===== src/hw/rtl/cop_pkg.sv =====
package cop_pkg;

	localparam int NUM_ENTRIES = 32;
	localparam int ADDR_W      = $clog2(NUM_ENTRIES);
	localparam int CNT_W       = $clog2(NUM_ENTRIES + 1);

	localparam int IDX_W   = 5;
	localparam int COORD_W = 24;
	localparam int RAD_W   = 16;
	localparam int DIFF_W  = COORD_W;
	localparam int RSUM_W  = RAD_W + 1;
	localparam int SQ_W    = 2 * DIFF_W;
	localparam int RSQ_W   = 2 * RSUM_W;

	localparam logic REQ_WRITE = 1'b0;
	localparam logic REQ_QUERY = 1'b1;

	typedef struct packed {
		logic                      req_type;
		logic [IDX_W-1:0]          entry_index;
		logic signed [COORD_W-1:0] centre_x;
		logic signed [COORD_W-1:0] centre_y;
		logic [RAD_W-1:0]          circle_radius;
		logic                      is_alive;
	} item_t;

	typedef struct packed {
		logic [IDX_W-1:0] partner_index;
		logic             hit;
		logic             last;
	} result_t;

	typedef struct packed {
		logic wr;
		logic ld;
		logic scan;
		logic flush;
	} ctl_cmd_t;

	typedef struct packed {
		logic scan_done;
		logic pipe_idle;
	} dp_stat_t;

	typedef enum logic [2:0] {
		ST_IDLE,
		ST_LOAD,
		ST_SCAN,
		ST_DRAIN,
		ST_FINISH
	} state_t;

endpackage


===== src/hw/rtl/cop_ctrl.sv =====
module cop_ctrl (
	input  logic              clk,
	input  logic              arst_n,
	input  logic              start,
	input  logic              req_type,
	input  cop_pkg::dp_stat_t stat,
	output cop_pkg::ctl_cmd_t cmd,
	output logic              busy
);
	import cop_pkg::*;

	state_t state_q;
	state_t state_nxt;

	always_ff @(posedge clk or negedge arst_n) begin
		if (!arst_n) begin
			state_q <= ST_IDLE;
		end else begin
			state_q <= state_nxt;
		end
	end

	always_comb begin
		state_nxt = state_q;
		unique case (state_q)
			ST_IDLE: begin
				if (start && req_type == REQ_QUERY) begin
					state_nxt = ST_LOAD;
				end
			end
			ST_LOAD:   state_nxt = ST_SCAN;
			ST_SCAN: begin
				if (stat.scan_done) begin
					state_nxt = ST_DRAIN;
				end
			end
			ST_DRAIN: begin
				if (stat.pipe_idle) begin
					state_nxt = ST_FINISH;
				end
			end
			ST_FINISH: state_nxt = ST_IDLE;
			default:   state_nxt = ST_IDLE;
		endcase
	end

	always_comb begin
		cmd  = '0;
		busy = 1'b1;
		unique case (state_q)
			ST_IDLE: begin
				busy    = 1'b0;
				cmd.wr  = start && req_type == REQ_WRITE;
				cmd.ld  = start && req_type == REQ_QUERY;
			end
			ST_LOAD:   ;
			ST_SCAN:   cmd.scan = 1'b1;
			ST_DRAIN:  ;
			ST_FINISH: cmd.flush = 1'b1;
			default:   ;
		endcase
	end

endmodule


===== config.mk =====
export PLATFORM = sky130hd
export DESIGN_NAME = cop_ctrl
export DESIGN_NICKNAME = d
export VERILOG_FILES = /design/src/hw/rtl/cop_pkg.sv /design/src/hw/rtl/cop_ctrl.sv
export SDC_FILE = /design/constraint.sdc
export NUM_CORES = 1
export LEC_CHECK = 0
export BUFFER_PORTS_ARGS = -buffer_cell sky130_fd_sc_hd__buf_2
export CAP_MARGIN = 5
export CELL_PAD_IN_SITES_DETAIL_PLACEMENT = 1
export CELL_PAD_IN_SITES_GLOBAL_PLACEMENT = 1
export CORE_AREA = 2 2 39 41
export CTS_BUF_LIST = sky130_fd_sc_hd__clkbuf_8
export DETAILED_ROUTE_END_ITERATION = 8
export DIE_AREA = 0 0 41 43
export PLACE_DENSITY = 0.47
export SLEW_MARGIN = 20
export SYNTH_ARGS = -nofsm -noshare
export SYNTH_HDL_FRONTEND = slang
export SYNTH_SLANG_ARGS = --single-unit

===== constraint.sdc =====
create_clock -name clk -period 3.26 [get_ports clk]
set_clock_uncertainty 0.1 [all_clocks]
set_input_delay 0.652 -clock clk [delete_from_list [all_inputs] [get_ports clk]]
set_output_delay 0.652 -clock clk [all_outputs]
set_load 0.05 [all_outputs]

# Yosys cells after proc, flatten, opt, wreduce, memory -nomap -nowiden
# Cells that the tools add are included.
[totals]
register_bits = 3
in_bits = 6
output_inout_bits = 5
elab_cells = 21
[op_classes]
eq_ne = 7
n_mux = 8
bitwise_logic = 1
reduce_logical = 4
[ops]
columns = ["operator", "count"]
rows = [
  ["3-bit case mux with 4 select lines", 1],
  ["3-bit two-way mux", 3],
  ["3-bit by 2-bit == test with 1-bit output, second input constant", 2],
  ["2-bit inequality test, second input constant", 3],
  ["3-bit by 1-bit == test with 1-bit output, second input constant", 1],
  ["3-bit == test, second input constant", 1],
  ["3-bit zero test", 1],
  ["1-bit two-way mux", 3],
  ["3-bit AND reduction", 1],
  ["1-bit logical AND", 2],
  ["2-bit two-way mux", 1],
  ["1-bit NOT", 1],
]

# Depth between registers and ports, before layout
[depth]
depth_word = 3
depth_mapped = 2

# Worst setup path after synthesis
# Ideal clock, no wire load.
[synth_timing]
kind = "input -> output"
startpoint = "input port start"
endpoint = "output port cmd[2] in the netlist's numbering"
arrival_ns = 1.776
required_ns = 2.508
path_slack_ns = 0.732
path_stages = 2
path_buffers = 0
path_cell_list = "or4b_4 -> nor2_1"
[synth_rtl]
columns = ["item", "line_no", "text"]
rows = [
  ["from (decl)", "cop_ctrl.sv:4", "input logic start,"],
  ["to (decl)", "cop_ctrl.sv:7", "output cop_pkg::ctl_cmd_t cmd,"],
]

==> results.toml <==
[outcome]
outcome = "complete, no violations"

[clock_network]
numCtsBuffers = 3
cts_hold_buf = 0
cts-root-buf = "clkbuf_8"
clk_pin_slew_ns = 0.03
cts_tree = "yes"
htree_levels = 1
cts_setup_buffers = 0
clock_path_buffers = 2
cts_repair_resize_count = 0
cts.sinks = 3
worstSkewPairLatency_ns = 0.22

[final_layout]
fillCellCount = 172
diodes = 0
top_regs = "state_q (3)"
top_register = "state_q"
multi_input_area_um2 = 87.6
largest_reg_flops = 3
seq_area_um2 = 75.1
final_util = 0.203
fin_nets = 38
stdcell_count = 47
area_growth_pct = 69.2
drive_gt1_frac = 0.484

[global_routing]
grt_pass1_vias = 181
grt_usage = 0.0806
grt_first_pass_wirelength_um = 821
antenna_found_initial = 0
grt_overflow = 0
grt_max_degree = 7

[pwr]
power_w = 0.000328
power_density_nw_per_um2 = 1160
combPwrFrac = 0.457
p_sw_frac = 0.455
leakagePower_nw = 0.146
power.share.clock = 0.319
sequentialPowerShare = 0.224
vdd_ir_drop_max_v = 0.000330
internal_power_w = 0.000179
p_switching_w = 0.000149

[synthesis]
yosysWarnings = 0
yosysUniqueCellTypes = 10
synth_cells = 17
syn_area_per_cell_um2 = 9.79
ys_ff_latch = 3
syn_nets = 23
syn_area_um2 = 166
ys_seq_area_frac = 0.451

[worst_setup_path]
path_class = "in -> out"
start_kind = "input port"
critPathCaptureType = "output pin"
worstPathRequired_ns = 2.51
path_max_fanout = 3
worst-endpoint-arrival_ns = 1.55
startpoint = "start"
rr_startpoint = "state_q[2]$_DFFE_PN0P_"

[die]
io_pins = 11
core_area_um2 = 1380
die_x_um = 41
rows = 14
dieArea_um2 = 1760
start_util = 0.120
dieHeight_um = 43

[drt]
drt-total-wl_um = 453
first_pass_iters = 1
postRouteAntennaNets = 0
drt_iter0_markers = 0
drc = 0
post_drt_wl_per_cell_um = 9.64
avgViaCountPerCell = 3.60
vias = 169

[sta]
tns_ns = 0
slew_violations = 0
period_needed_ns = 2.31
setup_viol = 0
slew_headroom = 0.834
max_freq_ghz = 0.434
fin_crit_sh = 0.707
worst_pin_slew_ns = 0.251
finalHoldViolCount = 0
rsz0062_at_grt = "false"

[placed_design]
io_buffers = 10
gp_congestion = 0.610
post-dp-hpwl_um = 345
dp_cells = 43

[run]
drv_cap = 0

[min_path]
worstHoldPathType = "in -> async"
final timing paths:
path | slack (ns) | cells after the start | to
max | 0.95 | 4 | cmd[2]
min | 0.13 | 1 | state_q[1]$_DFFE_PN0P_
max reg2reg | 1.95 | 2 | state_q[0]$_DFFE_PN0P_
min reg2reg | 0.40 | 1 | state_q[1]$_DFFE_PN0P_
max in group asynchronous | 2.83 | 1 | state_q[0]$_DFFE_PN0P_
min in group clk | 0.40 | 1 | state_q[1]$_DFFE_PN0P_
cells by family after synthesis:
logic type / after synthesis / share of synthesized area
flops: 3 / 0.451
simple gates: 11 / 0.384
buf+inv: 1 / 0.0225
compound gates: 2 / 0.143
synthesized netlist by cell type (all sizes together):
cell type	instances	area share
nand2b	1	0.038
nor2	5	0.11
and2	2	0.075
nor2b	1	0.038
inv	1	0.023
dfrtp	3	0.45
or4b	1	0.083
o32ai	1	0.098
a211oi	1	0.045
or3	1	0.038
critical path, stage by stage:
cell and delay, ns:
buf_2 0.07, or4b_4 0.47, nor2_1 0.10, buf_2 0.26
routing by layer:
metal  vias to the layer above  part of all wire  track usage
li1                         85                 -            -
met1                        67              0.42       0.0974
met2                        13              0.36       0.0813
met3                         4              0.16       0.0471
met4                         0             0.055        0.100
met5                         -                 0            0
cell usage in the layout (no fill, tap or decap), drive strengths merged:
cell type   n
a211oi      1
and2        2
buf        10
clkbuf      3
dfrtp       3
inv         2
nand2b      1
nor2        5
nor2b       1
o32ai       1
or3         1
or4b        1
stage by stage:
stage	setup slack (ns)	area, µm²	hold WS [ns]
6_report	0.955	282	0.125
5_1_grt	0.868	282	0.123
4_1_cts	0.948	282	0.119
3_5_place_dp	0.954	236	0.350
3_3_place_gp	0.960	236	0.346
2_1_floorplan	0.732	166	0.256
cell type report:
class,count,area share
well taps,16,0.0711
multi-input cells,13,0.311
repair buffers,10,0.178
inverters,1,0.0133
clock inverters,1,0.0133
flip-flops and latches,3,0.267
clock buffers,3,0.147
power by group through the flow:
| stage | clock [W] | sequential (W) | combinational (W) |
|---|---|---|---|
| 3_3_place_gp | 0 | 0.0000709 | 0.000148 |
| 6_report | 0.000105 | 0.0000734 | 0.000150 |
| 4_1_cts | 0.000110 | 0.0000729 | 0.000152 |
| 5_1_grt | 0.000112 | 0.0000784 | 0.000160 |
| 3_5_place_dp | 0 | 0.0000735 | 0.000151 |
| 2_1_floorplan | 0 | 0.0000671 | 0.000123 |
No activity file was read; power rests on OpenSTA's default activity.
